$ cat src/sv/sobel_pkg.sv
// shared types and constants for the sobel edge magnitude block
package sobel_pkg;

  localparam int PIXEL_W   = 24;
  localparam int CH_W      = 8;
  localparam int CHANNELS  = 3;
  localparam int DIM_W     = 11;
  localparam int CFG_IDX_W = 1;
  localparam int GRAD_W    = 11;
  localparam int SUM_W     = 21;
  localparam int ROOT_BW   = $clog2(CH_W);

  localparam int DEF_MAX_WIDTH  = 1024;
  localparam int DEF_MAX_HEIGHT = 1024;

  localparam logic [CFG_IDX_W-1:0] REG_IMAGE_WIDTH  = 1'b0;
  localparam logic [CFG_IDX_W-1:0] REG_IMAGE_HEIGHT = 1'b1;

  localparam logic ACT_PIXEL = 1'b0;
  localparam logic ACT_FLUSH = 1'b1;

  localparam logic [CH_W-1:0]  MAG_MAX  = 8'd255;
  localparam logic [SUM_W-1:0] SQ_LIMIT = 21'd65280;

  typedef struct packed {
    logic               accept;
    logic               load;
    logic               square;
    logic               root_step;
    logic [ROOT_BW-1:0] root_bit;
    logic               out_load;
  } cmd_t;

  typedef struct packed {
    logic emit;
  } sts_t;

endpackage

$ cat src/sv/sobel_ctrl.sv
// sequencer for the sobel edge magnitude block
module sobel_ctrl (
  input  logic              clk_i,
  input  logic              rst_ni,
  input  logic              in_valid_i,
  output logic              in_stall_o,
  output logic              out_valid_o,
  input  logic              out_stall_i,
  input  sobel_pkg::sts_t   sts_i,
  output sobel_pkg::cmd_t   cmd_o
);

  typedef enum logic [2:0] {
    S_IDLE,
    S_LOAD,
    S_SQUARE,
    S_ROOT,
    S_FINISH
  } state_e;

  state_e                         state_q;
  logic [sobel_pkg::ROOT_BW-1:0]  bit_q;
  logic                           out_valid_q;

  always_comb begin
    cmd_o          = '0;
    cmd_o.root_bit = bit_q;
    in_stall_o     = (state_q != S_IDLE);
    unique case (state_q)
      S_IDLE:   cmd_o.accept    = in_valid_i;
      S_LOAD:   cmd_o.load      = 1'b1;
      S_SQUARE: cmd_o.square    = 1'b1;
      S_ROOT:   cmd_o.root_step = 1'b1;
      S_FINISH: cmd_o.out_load  = !out_valid_q || !out_stall_i;
      default:  cmd_o           = '0;
    endcase
  end

  always_ff @(posedge clk_i or negedge rst_ni) begin
    if (!rst_ni) begin
      state_q     <= S_IDLE;
      bit_q       <= '0;
      out_valid_q <= 1'b0;
    end else begin
      if (cmd_o.out_load) begin
        out_valid_q <= 1'b1;
      end else if (!out_stall_i) begin
        out_valid_q <= 1'b0;
      end
      unique case (state_q)
        S_IDLE: begin
          if (in_valid_i) state_q <= S_LOAD;
        end
        S_LOAD: begin
          state_q <= sts_i.emit ? S_SQUARE : S_IDLE;
        end
        S_SQUARE: begin
          bit_q   <= sobel_pkg::ROOT_BW'(sobel_pkg::CH_W - 1);
          state_q <= S_ROOT;
        end
        S_ROOT: begin
          if (bit_q == '0) begin
            state_q <= S_FINISH;
          end else begin
            bit_q <= bit_q - 1'b1;
          end
        end
        S_FINISH: begin
          if (cmd_o.out_load) state_q <= S_IDLE;
        end
        default: state_q <= S_IDLE;
      endcase
    end
  end

  assign out_valid_o = out_valid_q;

endmodule

$ cat config.mk
export PLATFORM = sky130hd
export DESIGN_NAME = sobel_ctrl
export DESIGN_NICKNAME = d
export VERILOG_FILES = /design/src/sv/sobel_pkg.sv /design/src/sv/sobel_ctrl.sv
export SDC_FILE = /design/constraint.sdc
export NUM_CORES = 1
export LEC_CHECK = 0
export ABC_AREA = 0
export BUFFER_PORTS_ARGS = -buffer_cell sky130_fd_sc_hd__clkbuf_2
export CAP_MARGIN = 20
export CELL_PAD_IN_SITES_DETAIL_PLACEMENT = 0
export CELL_PAD_IN_SITES_GLOBAL_PLACEMENT = 2
export CORE_MARGIN = 2
export CORE_UTILIZATION = 30
export CTS_BUF_LIST = sky130_fd_sc_hd__clkbuf_4
export CTS_CLUSTER_DIAMETER = 150
export CTS_CLUSTER_SIZE = 25
export DETAILED_ROUTE_END_ITERATION = 8
export HOLD_SLACK_MARGIN = 0.05
export PLACE_DENSITY_LB_ADDON = 0.3
export RECOVER_POWER = 50
export SLEW_MARGIN = 30
export SYNTH_ARGS = -nofsm -noshare
export SYNTH_HDL_FRONTEND = slang
export SYNTH_SLANG_ARGS = --single-unit
export TNS_END_PERCENT = 10
$ cat constraint.sdc
create_clock -name clk_i -period 1.7 [get_ports clk_i]
set_input_delay 0.17 -clock clk_i [delete_from_list [all_inputs] [get_ports clk_i]]
set_output_delay 0.17 -clock clk_i [all_outputs]
set_load 0.02 [all_outputs]
# Word-level counts from Yosys, hierarchy flattened
# Cells that the tools add are included.
[word_totals]
out_inout_bits = 10
memories = 0
latchBits = 0
romBits = 0
word_cells = 38
inputBits = 5
ff_bits = 7
mem_bits_rw = 0
[classes]
mul = 0
div = 0
muxes = 15
shift = 0
n_reduce_logical = 10
eq_ne = 9
n_addsub = 1
order_cmp = 0
bitwise = 0
[op_table]
columns = ["cell", "count"]
rows = [
  ["$mux 3", 5],
  ["$pmux 3 s5", 1],
  ["$ne 2x2->1 const B", 4],
  ["$mux 1", 7],
  ["$eq 3x2->1 const B", 2],
  ["$logic_not 3->1", 2],
  ["$pmux 3 s2", 1],
  ["$reduce_or 5->1", 1],
  ["$eq 3x1->1 const B", 1],
  ["$eq 3x3->1 const B", 1],
  ["$reduce_and 3->1", 1],
  ["$reduce_bool 3->1", 1],
  ["$sub 3x1->3 const B", 1],
  ["$logic_not 1->1", 2],
  ["$mux 2", 1],
  ["$ne 2x1->1 const B", 1],
  ["$reduce_and 2->1", 1],
  ["$reduce_bool 2->1", 1],
  ["$logic_or 1x1->1", 1],
]

# Logic depth before layout (Yosys ltp)
[depth]
word_depth = 5
mapped_depth = 5

# Worst setup path after synthesis
# Ideal clock, no wire load.
[synth_path]
kind = "register to output"
from = "reg state_q[1]"
to = "out cmd_o[7] (netlist name)"
path_slack_ns = 0.418
arrival_ns = 1.112
path_stages_with_launch = 4
path_cell_list = "dfrtp_1 -> buf_6 -> or3_4 -> nor2_2"
[synth_rtl]
columns = ["item", "line_no", "rtl"]
rows = [
  ["start, declared", "sobel_ctrl.sv:21", "state_e state_q;"],
  ["start signal, assigned", "sobel_ctrl.sv:55", "state_q <= sts_i.emit ? S_SQUARE : S_IDLE;"],
  ["end, declared", "sobel_ctrl.sv:10", "output sobel_pkg::cmd_t cmd_o"],
]

==> results.tsv <==
stage	metric	value	unit
power_and_ir_drop	leakage	0.275	nW
worst_setup_path	start_kind	register	
global_route	grt_overflow_total	0	
worst_setup_path	endpoint_kind	primary output	
worst_setup_path	r2r_start	bit_q[0]$_DFFE_PN0P_	
yosys	yosys.area.top_type_share	39.9	%
sta	tns	0	ns
detailed_routing	ant_nets	0	
cts	clock-root-buffer	clkbuf_4	
yosys	synth_warnings	0	
sta	worst_pin_slew	0.387	ns
detailed_routing	num_vias	383	
worst_setup_path	path_class	reg2out	
yosys	syn_avg_cell_area	8.78	sq um
finish	drive_gt1_share	28.4	%
global_route	grt_max_degree	14	
global_route	grt_usage	10.9	%
sta	fin_skew	0.00708	ns
cts	cts.clk_slew.worst_paths	0.06	ns
sta	fin_crit_sh	94.2	%
sta	finalCriticalPeriod	1.60	ns
detailed_routing	routedWlPerCell	10.7	um
yosys	synthArstFlopShare	100	%
die	rows	13	
sta	setup_viol	0	
job	maxCapViolations	0	
finish	area_growth	24.5	%
yosys	synth_top_cell_by_area	dfrtp_1	
place	hpwl	676	um
global_route	grt_pass1_wl	1460	um
outcome	status	complete, no violations	
sta	hold_violations	0	
die	coreArea	0.00133	sq mm
power_and_ir_drop	powerDensity	1680	mW/mm^2
worst_setup_path	ff2ff_path_depth	5	
detailed_routing	drc	0	
min_path	hold_path.class	in2reg	
finish	insertedDiodeCount	0	
place	placedCellCount	77	
die	start_util	32.9	%
yosys	synth_area	439	sq um
die	dieHeight	42.3	um
min_path	worstHoldStart	out_stall_i	
sta	max_freq	0.624	GHz
cts	clockBufferDepth	2	
min_path	whs_endpoint	out_valid_o$_DFFE_PN0P_	
yosys	ys_dominant_reg_cell	dfrtp_1	
yosys	ys_ff_latch	7	
cts	cts_htree_levels	1	
worst_setup_path	cp_data_required_time	1.53	ns
finish	fin_nets	75	
power_and_ir_drop	vdd_drop_max	0.676	mV
die	io_pins	15	
detailed_routing	routed_via_density	4.67	
place	io_buffers	14	
detailed_routing	drt_first_pass_iters	3	
worst_setup_path	arrival	1.43	ns
worst_setup_path	reg2reg_slack	0.43	ns
cts	cts_buffers	3	
die	dieWidth	42.3	um
yosys	yosysSeqAreaShare	39.9	%
global_route	grt_pass1_vias	331	
detailed_routing	drt-total-wl	877	um
yosys	syn_nets	57	
finish	fin_cells	82	
cts	worstSkewPairLatency	0.25	ns
sta	slew_headroom	74.2	%
die	die-area	0.00179	sq mm
sta	slew_viol_final	0	
min_path	worstHoldPathCells	3	
worst_setup_path	path_max_fanout	13	
yosys	synthCells	50	
yosys	synth_area_leaders	dfrtp_1 40%, and2_1 5.7%, ha_1 5.7%, nand2_1 5.1%, nand3b_1 5.1%	
global_route	antenna_found_initial	0	
place	place.gp.congestion	0.708	
cts	cts_sinks	7	
worst_setup_path	timing.rr.end	bit_q[0]$_DFFE_PN0P_	
cts	cts_tree	yes	
yosys	synth_cell_type_count	21	
detailed_routing	first_iter_violations	11	
yosys	synth-edff-count	0	
sta	rsz0062_at_grt	false	
power_and_ir_drop	p_total	920	uW
-- synth_stat cells, drive strengths merged, types with 2 or more instances --
cell    n
a21oi   4
a31oi   2
and2    4
buf     2
dfrtp   7
ha      2
inv     4
nand2   6
nand2b  3
nand3b  3
nor2    4
o22ai   2
-- worst max path at each step --
stage,startpoint,to,slack (ns),depth (start not counted)
after global routing,state_q[0]$_DFFE_PN0P_,cmd_o[7],0.007,3
after floorplan,state_q[1]$_DFFE_PN0P_,cmd_o[7],0.42,3
after CTS,state_q[0]$_DFFE_PN0P_,cmd_o[7],0.09,3
final,state_q[0]$_DFFE_PN0P_,cmd_o[7],0.1,3
after detailed placement,state_q[0]$_DFFE_PN0P_,cmd_o[7],0.37,3
after global placement,state_q[0]$_DFFE_PN0P_,cmd_o[7],0.37,3
-- cell type report --
class / instances / area (sq um)
clock buffer: 3 / 22.5
clock inverter: 1 / 5.00
fill: 158 / 787
inverter: 4 / 15.0
multi-input combinational: 37 / 233
sequential: 7 / 175
tap: 15 / 18.8
timing repair buffer: 15 / 77.6
-- through the flow --
| step | setup slack, ns | instance area [sq um] | utilization (%) | hold slack [ns] |
|---|---|---|---|---|
| global placement | 0.369 | 512 | 38.4 | 0.0208 |
| detailed placement | 0.371 | 512 | 38.4 | 0.0189 |
| global route | 0.00708 | 547 | 41.0 | 0.174 |
| CTS | 0.0899 | 549 | 41.2 | 0.146 |
| finish | 0.0981 | 547 | 41.0 | 0.152 |
| floorplan | 0.418 | 439 | - | -0.126 |
-- where the power goes --
group,switching (mW),internal [mW]
Combinational,0.260,0.197
Clock,0.0648,0.0861
Sequential,0.0901,0.222
Total,0.415,0.505
-- state kept, by name, summed over array words and instances, names as in the netlist --
name / cells
state_q: 3
out_valid_o: 1
bit_q: 3
-- critical path: stages, from the launching register on --
cell      delay (ns)
dfrtp_1         0.50
or3_4           0.44
nor2_2          0.08
clkbuf_2        0.16
-- routing by layer --
layer,share of wire (%),GRT usage [%]
met3,6.5,8.19
met5,0,0
met4,0,0
met2,39,13.5
met1,55,15.8
-- cell families after synthesis --
family | synth area share [%]
flip-flops | 39.9
buffers and inverters | 7.12
AND/OR/NAND/NOR | 30.5
adder cells (fa/ha/maj) | 5.70
AO/OA/AOI/OAI | 16.8
-- layout by cell type, fill, tap and decap left out, drive strengths merged --
| cell | Yosys | final |
|---|---|---|
| nand2b | 3 | 3 |
| o21ai | 1 | 1 |
| o22ai | 2 | 2 |
| a31oi | 2 | 2 |
| nand3b | 3 | 3 |
| dlygate4sd3 | 0 | 1 |
| inv | 4 | 4 |
| or3 | 1 | 1 |
| nor2 | 4 | 4 |
| and2 | 4 | 4 |
| nor2b | 1 | 1 |
| nand2 | 6 | 6 |
| o21bai | 1 | 1 |
| ha | 2 | 2 |
| clkbuf | 0 | 17 |
| nor3b | 1 | 1 |
| dfrtp | 7 | 7 |
| o2bb2ai | 1 | 1 |
| a21oi | 4 | 4 |
| clkinv | 0 | 1 |
| a21boi | 1 | 1 |
-- repair_timing --
item	in CTS	in global routing
hold buffers	1	0
hold endpoints to repair	7	0
endpoints found under the setup margin	0	0
gates resized for setup	0	0
buffers inserted	0	0
Note: power is estimated with default switching activity, not from simulation.
